[config.mk]
export PLATFORM = sky130hd
export DESIGN_NAME = turn_in_place_clearance_check_core_flat
export DESIGN_NICKNAME = d
export VERILOG_FILES = /design/src/rtl/tipcc_pkg.sv /design/src/rtl/tipcc_if.sv /design/src/rtl/tipcc_rss.sv /design/src/rtl/turn_in_place_clearance_check_core.sv /design/src/flat_wrapper.sv
export SDC_FILE = /design/constraint.sdc
export NUM_CORES = 1
export LEC_CHECK = 0
export BUFFER_PORTS_ARGS = -buffer_cell sky130_fd_sc_hd__buf_2
export CAP_MARGIN = 5
export CORE_MARGIN = 3
export CORE_UTILIZATION = 65
export CTS_CLUSTER_SIZE = 8
export DETAILED_ROUTE_END_ITERATION = 10
export GPL_ROUTABILITY_DRIVEN = 0
export PLACE_DENSITY_LB_ADDON = 0.08
export SYNTH_ARGS = -nofsm -noshare
export SYNTH_HDL_FRONTEND = slang
export SYNTH_SLANG_ARGS = --single-unit
[constraint.sdc]
create_clock -name clk -period 17.29 [get_ports clk]
set_input_delay 0.8645 -clock clk [delete_from_list [all_inputs] [get_ports clk]]
set_output_delay 0.8645 -clock clk [all_outputs]
set_load 0.05 [all_outputs]
[src/rtl/tipcc_pkg.sv]
package tipcc_pkg;

  localparam int COORD_BITS_DEFAULT = 16;

  localparam int CFG_INDEX_W = 3;
  localparam int CFG_DATA_W  = 16;

  localparam logic [CFG_INDEX_W-1:0] REG_ROBOT_LENGTH = 3'd0;
  localparam logic [CFG_INDEX_W-1:0] REG_ROBOT_WIDTH  = 3'd1;
  localparam logic [CFG_INDEX_W-1:0] REG_WHEELBASE    = 3'd2;
  localparam logic [CFG_INDEX_W-1:0] REG_MARGIN       = 3'd3;
  localparam logic [CFG_INDEX_W-1:0] REG_MAX_CLEAR    = 3'd4;
  localparam logic [CFG_INDEX_W-1:0] REG_CLIP_FRAC    = 3'd5;

  localparam logic [13:0] ROBOT_LENGTH_RESET = 14'd500;
  localparam logic [13:0] ROBOT_WIDTH_RESET  = 14'd400;
  localparam logic [13:0] WHEELBASE_RESET    = 14'd300;
  localparam logic [11:0] MARGIN_RESET       = 12'd50;
  localparam logic [15:0] MAX_CLEAR_RESET    = 16'd1000;
  localparam logic [7:0]  CLIP_FRAC_RESET    = 8'd26;

  typedef enum logic [2:0] {
    ST_IDLE,
    ST_RAD_GO,
    ST_RAD_WAIT,
    ST_PT_GO,
    ST_PT_WAIT,
    ST_EMIT
  } core_state_t;

  typedef enum logic [1:0] {
    RSS_IDLE,
    RSS_MUL,
    RSS_ROOT,
    RSS_DONE
  } rss_phase_t;

  typedef struct packed {
    logic start;
    logic quarter;
  } rss_ctl_t;

endpackage

[src/rtl/tipcc_if.sv]
interface tipcc_point_if #(
  parameter int COORD_BITS = tipcc_pkg::COORD_BITS_DEFAULT
);
  logic                         valid;
  logic                         ready;
  logic signed [COORD_BITS-1:0] point_x_mm;
  logic signed [COORD_BITS-1:0] point_y_mm;
  logic                         point_valid;
  logic                         last_point;

  modport source (output valid, point_x_mm, point_y_mm, point_valid, last_point,
                  input ready);
  modport sink (input valid, point_x_mm, point_y_mm, point_valid, last_point,
                output ready);
endinterface

interface tipcc_result_if;
  logic        valid;
  logic        ready;
  logic [15:0] clearance_mm;
  logic        collision;

  modport source (output valid, clearance_mm, collision, input ready);
  modport sink (input valid, clearance_mm, collision, output ready);
endinterface

interface tipcc_cfg_if;
  logic                                valid;
  logic                                ready;
  logic [tipcc_pkg::CFG_INDEX_W-1:0]   index;
  logic [tipcc_pkg::CFG_DATA_W-1:0]    data;

  modport source (output valid, index, data, input ready);
  modport sink (input valid, index, data, output ready);
endinterface

[src/rtl/tipcc_rss.sv]
module tipcc_rss #(
  parameter int OPW = 16
) (
  input  logic                 clk,
  input  logic                 rst,
  input  tipcc_pkg::rss_ctl_t  ctl,
  input  logic [OPW-1:0]       op_a,
  input  logic [OPW-1:0]       op_b,
  output logic                 done,
  output logic [OPW-1:0]       root
);

  localparam int AW    = 2 * OPW;
  localparam int CNT_W = $clog2(OPW);
  localparam logic [CNT_W-1:0] CNT_LAST = CNT_W'(OPW - 1);

  tipcc_pkg::rss_phase_t phase, phase_next;

  logic [CNT_W-1:0] cnt;
  logic [OPW-1:0]   a_bits;
  logic [OPW-1:0]   b_bits;
  logic [AW-1:0]    a_sh;
  logic [AW-1:0]    b_sh;
  logic [AW-1:0]    acc;
  logic [OPW-1:0]   rem;
  logic             quarter;

  logic [AW-1:0]    sum;
  logic [OPW+1:0]   rem_sh;
  logic [OPW+1:0]   trial;

  assign sum    = acc + (a_bits[0] ? a_sh : '0) + (b_bits[0] ? b_sh : '0);
  assign rem_sh = {rem, acc[AW-1:AW-2]};
  assign trial  = {root, 2'b01};

  always_comb begin
    phase_next = phase;
    case (phase)
      tipcc_pkg::RSS_IDLE: if (ctl.start) phase_next = tipcc_pkg::RSS_MUL;
      tipcc_pkg::RSS_MUL:  if (cnt == '0) phase_next = tipcc_pkg::RSS_ROOT;
      tipcc_pkg::RSS_ROOT: if (cnt == '0) phase_next = tipcc_pkg::RSS_DONE;
      tipcc_pkg::RSS_DONE: phase_next = tipcc_pkg::RSS_IDLE;
      default:             phase_next = tipcc_pkg::RSS_IDLE;
    endcase
  end

  always_comb begin
    done = (phase == tipcc_pkg::RSS_DONE);
  end

  always_ff @(posedge clk) begin
    if (rst) begin
      phase <= tipcc_pkg::RSS_IDLE;
    end else begin
      phase <= phase_next;
    end
  end

  always_ff @(posedge clk) begin
    case (phase)
      tipcc_pkg::RSS_IDLE: begin
        if (ctl.start) begin
          a_bits  <= op_a;
          b_bits  <= op_b;
          a_sh    <= AW'(op_a);
          b_sh    <= AW'(op_b);
          acc     <= '0;
          cnt     <= CNT_LAST;
          quarter <= ctl.quarter;
        end
      end
      tipcc_pkg::RSS_MUL: begin
        a_bits <= a_bits >> 1;
        b_bits <= b_bits >> 1;
        a_sh   <= a_sh << 1;
        b_sh   <= b_sh << 1;
        if (cnt == '0) begin
          acc  <= quarter ? (sum >> 2) : sum;
          cnt  <= CNT_LAST;
          rem  <= '0;
          root <= '0;
        end else begin
          acc <= sum;
          cnt <= cnt - 1'b1;
        end
      end
      tipcc_pkg::RSS_ROOT: begin
        acc <= acc << 2;
        cnt <= cnt - 1'b1;
        if (rem_sh >= trial) begin
          rem  <= OPW'(rem_sh - trial);
          root <= {root[OPW-2:0], 1'b1};
        end else begin
          rem  <= rem_sh[OPW-1:0];
          root <= {root[OPW-2:0], 1'b0};
        end
      end
      default: begin
      end
    endcase
  end

endmodule

[src/rtl/turn_in_place_clearance_check_core.sv]
// A point item, until its scan collides, holds the core while the shared bit-serial
// squarer and root unit, W = max(COORD_BITS, 16) bits wide, finds its distance.
// The first item of a scan also waits for the swept radius, and the last item
// also loads the result register.
// Reset is synchronous and active high: the configuration registers return to their
// defaults, no scan is open and no result is pending.
module turn_in_place_clearance_check_core #(
  parameter int COORD_BITS = tipcc_pkg::COORD_BITS_DEFAULT
) (
  input  logic           clk,
  input  logic           rst,
  tipcc_cfg_if.sink      cfg,
  tipcc_point_if.sink    points,
  tipcc_result_if.source result
);

  localparam int OPW = (COORD_BITS > 16) ? COORD_BITS : 16;

  logic [13:0] body_length;
  logic [13:0] body_width;
  logic [13:0] wheelbase;
  logic [11:0] margin;
  logic [15:0] max_clear;
  logic [7:0]  clip_frac;

  tipcc_pkg::core_state_t state, state_next;

  logic [OPW-1:0] mag_x;
  logic [OPW-1:0] mag_y;
  logic           pt_valid;
  logic           pt_last;
  logic [OPW-1:0] radius;
  logic [15:0]    running;
  logic           collided;
  logic           scan_open;
  logic           out_valid;
  logic [15:0]    out_clear;
  logic           out_coll;

  logic           in_acc;
  logic           emit_go;
  logic           rss_done;
  logic [OPW-1:0] rss_root;
  tipcc_pkg::rss_ctl_t rss_ctl;
  logic [OPW-1:0] op_a;
  logic [OPW-1:0] op_b;

  logic [COORD_BITS-1:0] abs_x;
  logic [COORD_BITS-1:0] abs_y;
  logic [14:0] len_g;
  logic [14:0] wid_g;
  logic [15:0] len_sum;
  logic [14:0] len_front;
  logic [14:0] len_rear;
  logic [14:0] len_max;
  logic [15:0] len_max2;
  logic [OPW-1:0] gap;
  logic [23:0] clip_thr;
  logic [15:0] clear_out;

  assign cfg.ready = 1'b1;

  always_ff @(posedge clk) begin
    if (rst) begin
      body_length  <= tipcc_pkg::ROBOT_LENGTH_RESET;
      body_width   <= tipcc_pkg::ROBOT_WIDTH_RESET;
      wheelbase    <= tipcc_pkg::WHEELBASE_RESET;
      margin       <= tipcc_pkg::MARGIN_RESET;
      max_clear    <= tipcc_pkg::MAX_CLEAR_RESET;
      clip_frac    <= tipcc_pkg::CLIP_FRAC_RESET;
    end else if (cfg.valid) begin
      case (cfg.index)
        tipcc_pkg::REG_ROBOT_LENGTH: body_length  <= cfg.data[13:0];
        tipcc_pkg::REG_ROBOT_WIDTH:  body_width   <= cfg.data[13:0];
        tipcc_pkg::REG_WHEELBASE:    wheelbase    <= cfg.data[13:0];
        tipcc_pkg::REG_MARGIN:       margin       <= cfg.data[11:0];
        tipcc_pkg::REG_MAX_CLEAR:    max_clear    <= cfg.data[15:0];
        tipcc_pkg::REG_CLIP_FRAC:    clip_frac    <= cfg.data[7:0];
        default: begin
        end
      endcase
    end
  end

  // The swept footprint: grown length and width, and the longer of front and rear.
  assign len_g     = 15'(body_length) + {2'b00, margin, 1'b0};
  assign wid_g     = 15'(body_width) + {2'b00, margin, 1'b0};
  assign len_sum   = 16'(len_g) + 16'(wheelbase);
  assign len_front = 15'(len_sum >> 1);
  assign len_rear  = len_g - len_front;
  assign len_max   = ((len_g >= len_front) && (len_rear > len_front)) ? len_rear : len_front;
  assign len_max2  = {len_max, 1'b0};

  assign abs_x = points.point_x_mm[COORD_BITS-1] ? (-points.point_x_mm) : points.point_x_mm;
  assign abs_y = points.point_y_mm[COORD_BITS-1] ? (-points.point_y_mm) : points.point_y_mm;

  assign in_acc = points.valid & points.ready;

  always_comb begin
    rss_ctl.start   = (state == tipcc_pkg::ST_RAD_GO) || (state == tipcc_pkg::ST_PT_GO);
    rss_ctl.quarter = (state == tipcc_pkg::ST_RAD_GO);
    op_a            = (state == tipcc_pkg::ST_RAD_GO) ? OPW'(len_max2) : mag_x;
    op_b            = (state == tipcc_pkg::ST_RAD_GO) ? OPW'(wid_g) : mag_y;
  end

  tipcc_rss #(
    .OPW (OPW)
  ) u_rss (
    .clk  (clk),
    .rst  (rst),
    .ctl  (rss_ctl),
    .op_a (op_a),
    .op_b (op_b),
    .done (rss_done),
    .root (rss_root)
  );

  always_comb begin
    state_next = state;
    case (state)
      tipcc_pkg::ST_IDLE: begin
        if (in_acc) begin
          if (!scan_open) begin
            state_next = tipcc_pkg::ST_RAD_GO;
          end else if (points.point_valid && !collided) begin
            state_next = tipcc_pkg::ST_PT_GO;
          end else if (points.last_point) begin
            state_next = tipcc_pkg::ST_EMIT;
          end
        end
      end
      tipcc_pkg::ST_RAD_GO: state_next = tipcc_pkg::ST_RAD_WAIT;
      tipcc_pkg::ST_RAD_WAIT: begin
        if (rss_done) begin
          if (pt_valid) begin
            state_next = tipcc_pkg::ST_PT_GO;
          end else if (pt_last) begin
            state_next = tipcc_pkg::ST_EMIT;
          end else begin
            state_next = tipcc_pkg::ST_IDLE;
          end
        end
      end
      tipcc_pkg::ST_PT_GO: state_next = tipcc_pkg::ST_PT_WAIT;
      tipcc_pkg::ST_PT_WAIT: begin
        if (rss_done) begin
          state_next = pt_last ? tipcc_pkg::ST_EMIT : tipcc_pkg::ST_IDLE;
        end
      end
      tipcc_pkg::ST_EMIT: if (emit_go) state_next = tipcc_pkg::ST_IDLE;
      default: state_next = tipcc_pkg::ST_IDLE;
    endcase
  end

  always_comb begin
    points.ready = (state == tipcc_pkg::ST_IDLE);
    emit_go      = (state == tipcc_pkg::ST_EMIT) && (!out_valid || result.ready);
  end

  always_ff @(posedge clk) begin
    if (rst) begin
      state <= tipcc_pkg::ST_IDLE;
    end else begin
      state <= state_next;
    end
  end

  assign gap       = rss_root - radius;
  assign clip_thr  = 24'(clip_frac) * 24'(max_clear);
  assign clear_out = ({running, 8'h00} < clip_thr) ? 16'd0 : running;

  always_ff @(posedge clk) begin
    if (in_acc) begin
      mag_x    <= OPW'(abs_x);
      mag_y    <= OPW'(abs_y);
      pt_valid <= points.point_valid;
      pt_last  <= points.last_point;
    end
    if ((state == tipcc_pkg::ST_RAD_WAIT) && rss_done) begin
      radius <= rss_root;
    end
    if (emit_go) begin
      out_clear <= clear_out;
      out_coll  <= collided;
    end
  end

  always_ff @(posedge clk) begin
    if (rst) begin
      running   <= tipcc_pkg::MAX_CLEAR_RESET;
      collided  <= 1'b0;
      scan_open <= 1'b0;
      out_valid <= 1'b0;
    end else begin
      if (in_acc && !scan_open) begin
        running   <= max_clear;
        collided  <= 1'b0;
        scan_open <= 1'b1;
      end
      if ((state == tipcc_pkg::ST_PT_WAIT) && rss_done) begin
        if (rss_root >= radius) begin
          if (gap < OPW'(running)) begin
            running <= gap[15:0];
          end
        end else begin
          collided <= 1'b1;
          running  <= 16'd0;
        end
      end
      if (result.ready) begin
        out_valid <= 1'b0;
      end
      if (emit_go) begin
        out_valid <= 1'b1;
        scan_open <= 1'b0;
        collided  <= 1'b0;
        running   <= max_clear;
      end
    end
  end

  assign result.valid        = out_valid;
  assign result.clearance_mm = out_clear;
  assign result.collision    = out_coll;

endmodule

[src/flat_wrapper.sv]
// flat-port wrapper written by rule: the top's interface ports become plain ports
module turn_in_place_clearance_check_core_flat 
#(
  parameter int COORD_BITS = tipcc_pkg::COORD_BITS_DEFAULT
)
  (clk, rst, cfg_valid, cfg_index, cfg_data, cfg_ready, points_valid, points_point_x_mm, points_point_y_mm, points_point_valid, points_last_point, points_ready, result_valid, result_clearance_mm, result_collision, result_ready);
  tipcc_cfg_if cfg_i ();
  tipcc_point_if #(.COORD_BITS(COORD_BITS)) points_i ();
  tipcc_result_if result_i ();
  input  logic clk;
  input  logic rst;
  input wire logic [$bits(cfg_i.valid)-1:0] cfg_valid;
  input wire logic [$bits(cfg_i.index)-1:0] cfg_index;
  input wire logic [$bits(cfg_i.data)-1:0] cfg_data;
  output wire logic [$bits(cfg_i.ready)-1:0] cfg_ready;
  input wire logic [$bits(points_i.valid)-1:0] points_valid;
  input wire logic [$bits(points_i.point_x_mm)-1:0] points_point_x_mm;
  input wire logic [$bits(points_i.point_y_mm)-1:0] points_point_y_mm;
  input wire logic [$bits(points_i.point_valid)-1:0] points_point_valid;
  input wire logic [$bits(points_i.last_point)-1:0] points_last_point;
  output wire logic [$bits(points_i.ready)-1:0] points_ready;
  output wire logic [$bits(result_i.valid)-1:0] result_valid;
  output wire logic [$bits(result_i.clearance_mm)-1:0] result_clearance_mm;
  output wire logic [$bits(result_i.collision)-1:0] result_collision;
  input wire logic [$bits(result_i.ready)-1:0] result_ready;
  assign cfg_i.valid = cfg_valid;
  assign cfg_i.index = cfg_index;
  assign cfg_i.data = cfg_data;
  assign cfg_ready = cfg_i.ready;
  assign points_i.valid = points_valid;
  assign points_i.point_x_mm = points_point_x_mm;
  assign points_i.point_y_mm = points_point_y_mm;
  assign points_i.point_valid = points_point_valid;
  assign points_i.last_point = points_last_point;
  assign points_ready = points_i.ready;
  assign result_valid = result_i.valid;
  assign result_clearance_mm = result_i.clearance_mm;
  assign result_collision = result_i.collision;
  assign result_i.ready = result_ready;
  turn_in_place_clearance_check_core #(.COORD_BITS(COORD_BITS)) u_core (.clk(clk), .rst(rst), .cfg(cfg_i), .points(points_i), .result(result_i));
endmodule
=== Word-level counts from Yosys, hierarchy flattened ===
Cells that the tools add are included.

* Register bits: 334
* Input port bits: 58
* Logic and storage cells: 153

* Add/subtract/negate cells: 11
* $mul: 1
* Order comparisons: 6
* Equality and inequality tests: 21
* Mux-type cells: 51
* Bitwise operators: 1
* Reductions and logical operators: 32

{| class="wikitable"
|+ Operators with widths
! cell !! number
|-
| $mux W32 || 7
|-
| $mux W16 || 11
|-
| $pmux W16 S2 || 4
|-
| $pmux W32 S2 || 2
|-
| $pmux W32 S3 || 1
|-
| $add A32 B32 Y32 || 2
|-
| $mux W15 || 3
|-
| $neg A16 Y16 || 2
|-
| $sub A16 B16 Y16 || 2
|-
| $add A14 B13 Y15 || 2
|-
| $mux W3 || 9
|-
| $lt A24 B24 Y1 || 1
|-
| $mul A8 B16 Y24 || 1
|-
| $reduce_and A2 Y1 || 10
|-
| $ge A18 B18 Y1 || 1
|-
| $pmux W3 S6 || 1
|-
| $add A15 B14 Y16 || 1
|-
| $ge A16 B16 Y1 || 1
|-
| $lt A16 B16 Y1 || 1
|-
| $ge A15 B15 Y1 || 1
|-
| $gt A15 B15 Y1 || 1
|-
| $sub A15 B15 Y15 || 1
|-
| $eq A3 B2 Y1 const B || 4
|-
| $eq A3 B3 Y1 const B || 4
|-
| other kinds (24) || 50
|}

=== Logic depth before layout (Yosys ltp) ===
Gate-level depths: netlist of run 1.

* Depth in word-level cells: 9
* Depth in mapped cells: 33
* Mapped depth without buffers: 31

=== By module ===
A second synthesis of run 1 with hierarchy kept.

* Cell total of the unflattened synthesis: 2861
* Area total of the unflattened synthesis: 25998.7 um^2

{| class="wikitable"
|+ Modules (own cells, without submodules)
! module !! instances !! cells each !! area each (um^2) !! seq. area each (um^2)
|-
| turn_in_place_clearance_check_core || 1 || 1836 || 15389.8 || 4013.8
|-
| tipcc_rss || 1 || 1025 || 10608.9 || 4994.8
|}

=== Worst setup path after synthesis of run 1 ===
Ideal clock, no wire load.

* Path type: register to register
* Start: reg u_core.u_rss.phase[1]
* End: reg u_core.u_rss.a_bits[0], enable pin
* Setup time: 0.683 ns
* Arrival time: 7.764 ns
* Data required time: 16.607 ns
* Path slack: 8.843 ns
* Stages on the path, launching flop included: 6
* Path buffers: 1
* Clock period less this slack: 8.447 ns
* Cells stage by stage: dfxtp_1 > inv_1 > ha_1 > clkinv_1 > clkbuf_1 > o21ai_0

* Cells in the longest elaborated chain, start to end: 3
* Elaborated cells between the ends (all ways): 5
* Classes of those cells: eq/ne (2); reduce/logical (3)

{| class="wikitable"
|+ RTL lines
! element !! line !! RTL
|-
| from (decl) || tipcc_rss.sv:17 || <nowiki>tipcc_pkg::rss_phase_t phase, phase_next;</nowiki>
|-
| from (signal assigned) || tipcc_rss.sv:53 || <nowiki>phase <= tipcc_pkg::RSS_IDLE;</nowiki>
|-
| from (signal assigned) || tipcc_rss.sv:55 || <nowiki>phase <= phase_next;</nowiki>
|-
| $eq A2 B1 Y1 / $logic_not A2 Y1 (equally long branches) || tipcc_rss.sv:60 || <nowiki>case (phase)</nowiki>
|-
| $reduce_bool A2 Y1 (no line) / $ne A2 B1 Y1 (equally long branches) || n/a ||
|-
| $reduce_and A2 Y1 (no line) * || n/a ||
|-
| to (signal assigned) || tipcc_rss.sv:63 || <nowiki>a_bits <= op_a;</nowiki>
|-
| to (signal assigned) || tipcc_rss.sv:73 || <nowiki>a_bits <= a_bits >> 1;</nowiki>
|-
| to (decl) || tipcc_rss.sv:20 || <nowiki>logic [OPW-1:0] a_bits;</nowiki>
|}

Mark *: on every way between the ends. The rest lies on a longest branch, timed or not.
A chain may end at the register's enable or synchronous reset.

=== Worst setup path in the final report of run 1 ===
* Start: reg u_core.clip_frac[4]
* End: reg u_core.out_clear[1], in the netlist u_core.result.clearance_mm[1] (data pin)

* Cells in the longest elaborated chain, start to end: 2

{| class="wikitable"
|+ RTL lines
! element !! line !! RTL
|-
| from (decl) || turn_in_place_clearance_check_core.sv:24 || <nowiki>logic [7:0] clip_frac;</nowiki>
|-
| from (signal assigned) || turn_in_place_clearance_check_core.sv:70 || <nowiki>clip_frac <= tipcc_pkg::CLIP_FRAC_RESET;</nowiki>
|-
| from (signal assigned) || turn_in_place_clearance_check_core.sv:78 || <nowiki>tipcc_pkg::REG_CLIP_FRAC: clip_frac <= cfg.data[7:0];</nowiki>
|-
| $mul A8 B16 Y24 || turn_in_place_clearance_check_core.sv:169 || <nowiki>assign clip_thr = 24'(clip_frac) * 24'(max_clear);</nowiki>
|-
| $lt A24 B24 Y1 || turn_in_place_clearance_check_core.sv:170 || <nowiki>assign clear_out = ({running, 8'h00} < clip_thr) ? 16'd0 : running;</nowiki>
|-
| to (signal assigned) || turn_in_place_clearance_check_core.sv:183 || <nowiki>out_clear <= clear_out;</nowiki>
|-
| to (decl) || turn_in_place_clearance_check_core.sv:37 || <nowiki>logic [15:0] out_clear;</nowiki>
|}

No other way between the ends.

==> flow_summary.json, run 1 <==
{
  "yosysWarnings": 0,
  "crit_path_end_kind": "flip-flop",
  "ff_latch_area_sq_um": 9010,
  "p_leak_nw": 12.0,
  "max_slew.worst_pin.slew_ns": 1.07,
  "r2r-end": "u_core.result.clearance_mm[1]$_SDFFCE_PN0P_",
  "path_class": "flip-flop to flip-flop",
  "hpwl_um": 46400,
  "die_x_um": 205,
  "grt_max_degree": 103,
  "drv_cap": 0,
  "via_per_inst": 6.07,
  "max_clock_freq_mhz": 133,
  "slew_violations": 0,
  "crit_start": "u_core.clip_frac[4]$_SDFFE_PP1P_",
  "synth_area_leader_cell": "edfxtp_1",
  "synth-simple-area-share_pct": 19.2,
  "antenna_left": 0,
  "postRouteWirelength_um": 62700,
  "hold_violations": 0,
  "maxSlewHeadroom_pct": 29.0,
  "cts_resized": 0,
  "synthAdderAreaFrac_pct": 19.8,
  "synth_top_family_by_area": "adder cells",
  "synthXorXnorAreaFrac_pct": 4.70,
  "antenna_found_initial": 1,
  "min_from": "u_core.body_width[11]$_SDFFE_PP0P_",
  "final.setup.tns_ns": 0,
  "setup_viol": 0,
  "critical_path_peak_fanout": 17,
  "status": "completed",
  "grt_remaining_overflow": 0,
  "max_stage_delay_ns": 0.58,
  "synth_cell_type_count": 95,
  "layout.nets": 3178,
  "yosysTopAreaCellShare_pct": 27.2,
  "port-buffer-count": 76,
  "rsz0062_at_grt": "no",
  "async_flop_share_pct": 0,
  "crit_path_end": "u_core.result.clearance_mm[1]$_SDFFCE_PN0P_",
  "syn2layout_area_growth_pct": 8.04,
  "period_share_pct": 43.5,
  "final_cell_mix": "383 x nand2_1, 232 x edfxtp_1, 228 x inv_1",
  "worstSetupStartpointType": "flip-flop",
  "rrSetupSlack_ns": 9.77,
  "grt_pass1_wl_um": 104000,
  "crit-reg2reg-launch": "u_core.clip_frac[4]$_SDFFE_PP1P_",
  "synthTopCellsByArea": "edfxtp_1 27%, ha_1 10%, fa_1 9.4%",
  "fin_crit_ns": 7.52,
  "syn_avg_cell_area_sq_um": 9.27,
  "clkTransAtPathRegs_ns": 0.05,
  "synthMuxAreaShare_pct": 1.54,
  "tritoncts": "built",
  "reg2reg_depth": 28,
  "synth-main-ff-cell": "edfxtp_1",
  "start_util_pct": 66.0,
  "required_ns": 17.72,
  "synth_nets": 3157,
  "coreArea_sq_um": 38800,
  "cts_hold_buf": 0,
  "fin_skew_ns": 0.0247,
  "clkLatencyLatePin_ns": 0.57,
  "fillers": 2981,
  "critPathSlowestCell": "or4b_2",
  "syn-cell-area_sq_um": 25600,
  "hold_path.class": "flip-flop to flip-flop",
  "die_height_um": 205,
  "grt_use_total_pct": 30.6,
  "multiInputGateArea_sq_um": 15300,
  "cts_root_buffer": "clkbuf_16",
  "final_area_sq_um": 27700,
  "vdd_drop_max_v": 0.000139,
  "drt_iter0_drc": 1659,
  "ys_ff_latch": 334,
  "cts_buffers": 48,
  "synth_edf_count": 232,
  "drive_gt1_share_pct": 6.41,
  "cts_buffer_depth": 3,
  "post-cts-setup-buffers": 0,
  "drc": 0,
  "die_area_sq_um": 41900,
  "worst_ep_arrival_time_ns": 7.95,
  "vias": 20200,
  "yosysSeqAreaShare_pct": 35.1,
  "synth_compound_area_share_pct": 14.4,
  "io_pins": 78,
  "final_common_cell": "nand2_1",
  "grt_pass1_vias": 20400,
  "cts_sinks": 334,
  "drtPass1Iterations": 6,
  "pwr_density_cell_nw_per_um2": 170,
  "htree_levels": 2,
  "std_cell_rows": 72,
  "syn_inst": 2765,
  "placed_area_sq_um": 26300,
  "wire_per_inst_um": 18.8
}
-- critical path: cells and delay by family, from the launching register on --
kind                     cells  cell delay (ns)
AO/OA/AOI/OAI               14             2.52
XOR/XNOR                     1             0.14
adder cells (fa/ha/maj)      6             2.63
buffers and inverters        2             0.09
flip-flops                   1             0.49
AND/OR/NAND/NOR              5             1.49
-- state kept, by name, indices dropped and copies added (netlist names), 2 cells and up --
name                        flops
u_core.radius                  16
u_core.u_rss.b_bits            16
u_core.mag_x                   16
u_core.mag_y                   16
u_core.clip_frac                8
u_core.margin                  12
u_core.u_rss.a_sh              32
u_core.u_rss.rem               16
u_core.u_rss.phase              2
u_core.u_rss.cnt                4
u_core.body_width              14
u_core.body_length             14
u_core.u_rss.a_bits            16
u_core.u_rss.acc               32
u_core.result.clearance_mm     16
u_core.running                 16
u_core.state                    3
u_core.u_rss.root              16
u_core.u_rss.b_sh              32
u_core.wheelbase               14
u_core.max_clear               16
-- power breakdown --
| group | leakage (nW) | switching, mW | internal, mW |
|---|---|---|---|
| clock network | 0.664 | 0.345 | 0.538 |
| logic | 8.30 | 1.46 | 1.00 |
| registers | 3.00 | 0.168 | 1.20 |
-- worst min-delay path by stage --
stage | endpoint | slack, ns | cells after the start
floorplan | u_core.result.collision$_DFFE_PP_ | 0.43 | 0
global placement | u_core.body_length[1]$_SDFFE_PP0P_ | 0.45 | 2
detailed placement | u_core.body_width[0]$_SDFFE_PP0P_ | 0.45 | 2
CTS | u_core.body_width[12]$_SDFFE_PP0P_ | 0.46 | 2
global route | u_core.wheelbase[13]$_SDFFE_PP0P_ | 0.48 | 2
finish | u_core.body_width[11]$_SDFFE_PP0P_ | 0.46 | 2
-- through the flow --
stage	cells	utilization (%)	power (mW)	setup WS [ns]	hold WS (ns)
finish	3329	71.3	4.71	9.77	0.458
global route	3329	71.3	5.10	9.21	0.482
CTS	3328	71.3	4.72	9.88	0.460
detailed placement	3254	67.8	3.81	9.88	0.453
global placement	3254	67.8	3.73	10.24	0.446
floorplan	2765	-	3.27	8.84	0.432
-- kinds of logic (layout without fill, tap and decap cells) --
group	after synthesis	after routing
and+or+nand+nor	996	996
AOI/OAI and AO/OA	581	581
buffers and inverters	345	390
adders and majority gates	334	334
DFF	334	334
xor gates and xnor gates	135	135
muxes	39	39
other	1	2
-- metal layers --
metal,GRT usage [%],wire (um),vias to the layer above,share of wire (%)
li1,-,-,9630,-
met1,41.0,26900,9689,43
met2,50.6,29300,715,47
met3,4.58,4120,165,6.6
met4,11.2,2370,0,3.8
met5,0,0,-,0
-- Yosys cell counts (4+ instances only) --
| cell | instances |
|---|---|
| a21o_1 | 45 |
| nand2_1 | 383 |
| or3_1 | 10 |
| or2_2 | 9 |
| fa_1 | 121 |
| a22oi_1 | 18 |
| edfxtp_1 | 232 |
| inv_1 | 228 |
| nor2_1 | 140 |
| a31oi_1 | 15 |
| a21oi_1 | 214 |
| xor2_1 | 38 |
| o31ai_1 | 18 |
| nand2b_1 | 24 |
| ha_1 | 213 |
| o21bai_1 | 8 |
| clkbuf_1 | 109 |
| o21ai_1 | 5 |
| nor3_1 | 50 |
| dfxtp_1 | 102 |
| o21ai_0 | 94 |
| mux2i_1 | 36 |
| a21boi_0 | 18 |
| a211oi_1 | 29 |
| nor2b_1 | 39 |
| o211ai_1 | 5 |
| o41ai_1 | 7 |
| and2_1 | 182 |
| nor4_1 | 7 |
| a222oi_1 | 7 |
| a221o_1 | 7 |
| nand3b_1 | 31 |
| xnor2_1 | 95 |
| o21a_1 | 28 |
| nand4_1 | 17 |
| or4_1 | 4 |
| nand3_1 | 41 |
| nor3b_1 | 6 |
| and3_1 | 32 |
| o22ai_1 | 16 |
-- layout make-up --
type / count / share of cell area, %
clock buffer: 71 / 4.80
clock inverter: 3 / 0.172
multi-input combinational: 2086 / 55.4
tap: 518 / 2.34
antenna: 1 / 0.00903
sequential: 334 / 32.5
inverter: 229 / 3.10
timing repair buffer: 87 / 1.67
Note: power is estimated with default switching activity, not from simulation.
==> inputs of run 2 (changes only) <==
Settings changed: CORE_UTILIZATION 65 to 64.
Clock period 17.29 ns to 7.35 ns, I/O delays scaled along.
==> run 2 against run 1 <==
Setup slack got worse by 9.3 ns; critical path type unchanged; non-clock buffer count increased by 7; clock power increased by 130%; critical endpoint is now u_core.u_rss.a_sh[14]$_DFFE_PP_; largest cell class unchanged; first-iteration DRC count rose by 8.7%; highest routed layer unchanged; largest power group unchanged; total power increased by 130%; clock-buffer cell count grew 1.
==> flow_summary.json, run 2 (same netlist as run 1, synthesis figures left out) <==
{
  "path_common_cell": "ha_1",
  "rsz0062_at_grt": "no",
  "crit_path_end_kind": "flip-flop",
  "postRouteWirelength_um": 62500,
  "switching_power_mw": 4.66,
  "fillers": 3020,
  "top_layer": "met4",
  "path_class": "flip-flop to flip-flop",
  "fin_skew_ns": 0.0204,
  "cts_buffers": 47,
  "whs_endpoint": "u_core.pt_valid$_DFFE_PP_",
  "layout.nets": 3184,
  "die_x_um": 206,
  "antenna_cells": 0,
  "drc": 0,
  "r2r-end": "u_core.u_rss.a_sh[14]$_DFFE_PP_",
  "reg2reg_depth": 25,
  "final_common_cell": "nand2_1",
  "die_height_um": 206,
  "post-cts-setup-buffers": 0,
  "setup_viol": 0,
  "coreArea_sq_um": 39100,
  "wl_met3_um": 4430,
  "drv_cap": 0,
  "switching_share_pct": 42.2,
  "tritoncts": "built",
  "rrSetupSlack_ns": 0.45,
  "met1_length_um": 26400,
  "std_cell_rows": 72,
  "syn2layout_area_growth_pct": 8.06,
  "worstSetupStartpointType": "flip-flop",
  "cts_buffer_depth": 3,
  "clkLatencyLatePin_ns": 0.56,
  "via_per_inst": 6.10,
  "wire_per_inst_um": 18.7,
  "reg.largest.list": "u_core.u_rss.a_sh: 32 flops, u_core.u_rss.acc: 32 flops, u_core.u_rss.b_sh: 32 flops",
  "maxSlewHeadroom_pct": 16.8,
  "intPower_mw": 6.39,
  "fin_crit_ns": 6.90,
  "antenna_left": 0,
  "worst_ep_arrival_time_ns": 7.19,
  "pwr-share-comb_pct": 52.9,
  "layoutNonFillerInstCount": 3333,
  "final_cell_mix": "382 x nand2_1, 232 x edfxtp_1, 228 x inv_1",
  "cts_root_buffer": "clkbuf_16",
  "vias": 20300,
  "period_share_pct": 93.9,
  "grt_remaining_overflow": 0,
  "final.setup.tns_ns": 0,
  "max_clock_freq_mhz": 145,
  "die_area_sq_um": 42500,
  "max_slew.worst_pin.slew_ns": 1.24,
  "min_from": "points_point_valid",
  "htree_levels": 2,
  "start_util_pct": 65.6,
  "hold_violations": 0,
  "p_leak_nw": 12.0,
  "port-buffer-count": 76,
  "drt_iter0_drc": 1803,
  "pwr_density_cell_nw_per_um2": 399,
  "hpwl_um": 45900,
  "vdd_drop_max_v": 0.000290,
  "min_delay_path_depth": 1,
  "seqPwrFrac_pct": 29.0,
  "antenna_found_initial": 0,
  "cts_sinks": 334,
  "grt_pass1_vias": 20100,
  "max_stage_delay_ns": 0.40,
  "drive_gt1_share_pct": 6.79,
  "grt_max_degree": 103,
  "drtPass1Iterations": 6,
  "clkPwrFrac_pct": 18.0,
  "required_ns": 7.64,
  "clkTransAtPathRegs_ns": 0.06,
  "crit-reg2reg-launch": "u_core.margin[0]$_SDFFE_PP0P_",
  "critPathSlowestCell": "fa_1",
  "hold_path.class": "primary input to flip-flop",
  "io_pins": 78,
  "critical_path_peak_fanout": 11,
  "grt_pass1_wl_um": 102000,
  "grt_use_total_pct": 29.7,
  "dr_wl_met2_um": 29200,
  "dp.cells": 3261,
  "slew_violations": 0,
  "status": "completed"
}
[run 2: changes by cell type in the layout (fill, tap and decap cells not counted), moves of 2 or more]
cell	previous run	this run
a2111oi_1	0	2
dfxtp_2	0	5
inv_6	2	0
dfxtp_4	0	2
buf_4	11	18
clkbuf_1	21	23
a2111oi_0	3	1
dfxtp_1	102	95
[run 2: per-layer routing]
layer  GRT usage (%)  vias up
li1                -     9638
met2            48.9      796
met4            11.3        0
met3            4.84      151
met1            39.7     9758
met5               0        -
[run 2: cell type report]
type / instances / area, sq um / share of cell area (%)
inverters: 229 / 860 / 3.10
well taps: 518 / 648 / 2.34
clock buffers: 72 / 1310 / 4.74
flip-flops and latches: 334 / 9020 / 32.6
multi-input cells: 2086 / 15300 / 55.4
repair buffers: 94 / 515 / 1.86
[run 2: power by group through the flow]
stage	logic [mW]	registers, mW	clock network (mW)
global route	6.52	3.27	2.10
floorplan	4.56	3.11	0
CTS	5.80	3.21	2.02
global placement	5.55	3.22	0
detailed placement	5.73	3.23	0
finish	5.85	3.21	1.99
[run 2: what timing repair did]
action | CTS | global route
hold buffers | 0 | 0
setup endpoints to repair | 0 | 16
gates resized for setup | 0 | 13
[run 2: per-stage QoR]
stage	setup WS [ns]	utilization (%)	hold WS (ns)	total power [mW]	area, sq um
after CTS	0.0537	70.8	0.0226	11.0	27700
after detailed placement	0.157	67.5	0.456	8.96	26400
after floorplan	0.857	-	0.432	7.67	25600
final	0.446	70.9	0.0483	11.1	27700
after global placement	0.420	67.5	0.446	8.77	26400
after global routing	0.0174	70.9	0.0289	11.9	27700
[run 2: how the worst max path moves through the flow]
stage                                     startpoint  depth (start not counted)  slack (ns)                                           end
CTS                 u_core.clip_frac[4]$_SDFFE_PP1P_                         31        0.05  u_core.result.clearance_mm[11]$_SDFFCE_PN0P_
floorplan           u_core.clip_frac[4]$_SDFFE_PP1P_                         28        0.86  u_core.result.clearance_mm[10]$_SDFFCE_PN0P_
global route           u_core.margin[0]$_SDFFE_PP0P_                         26        0.02               u_core.u_rss.a_sh[14]$_DFFE_PP_
global placement    u_core.clip_frac[4]$_SDFFE_PP1P_                         28        0.42  u_core.result.clearance_mm[10]$_SDFFCE_PN0P_
finish                 u_core.margin[0]$_SDFFE_PP0P_                         25        0.45               u_core.u_rss.a_sh[14]$_DFFE_PP_
detailed placement  u_core.clip_frac[4]$_SDFFE_PP1P_                         31        0.16  u_core.result.clearance_mm[11]$_SDFFCE_PN0P_
[run 2: critical path, delay by kind of cell, from the launching register on]
family	cells	cell delay, ns
AOI/OAI and AO/OA	11	2.28
xor gates and xnor gates	3	1.01
adders and majority gates	5	1.64
buffers and inverters	2	0.37
DFF	1	0.33
muxes	1	0.38
and+or+nand+nor	3	0.64
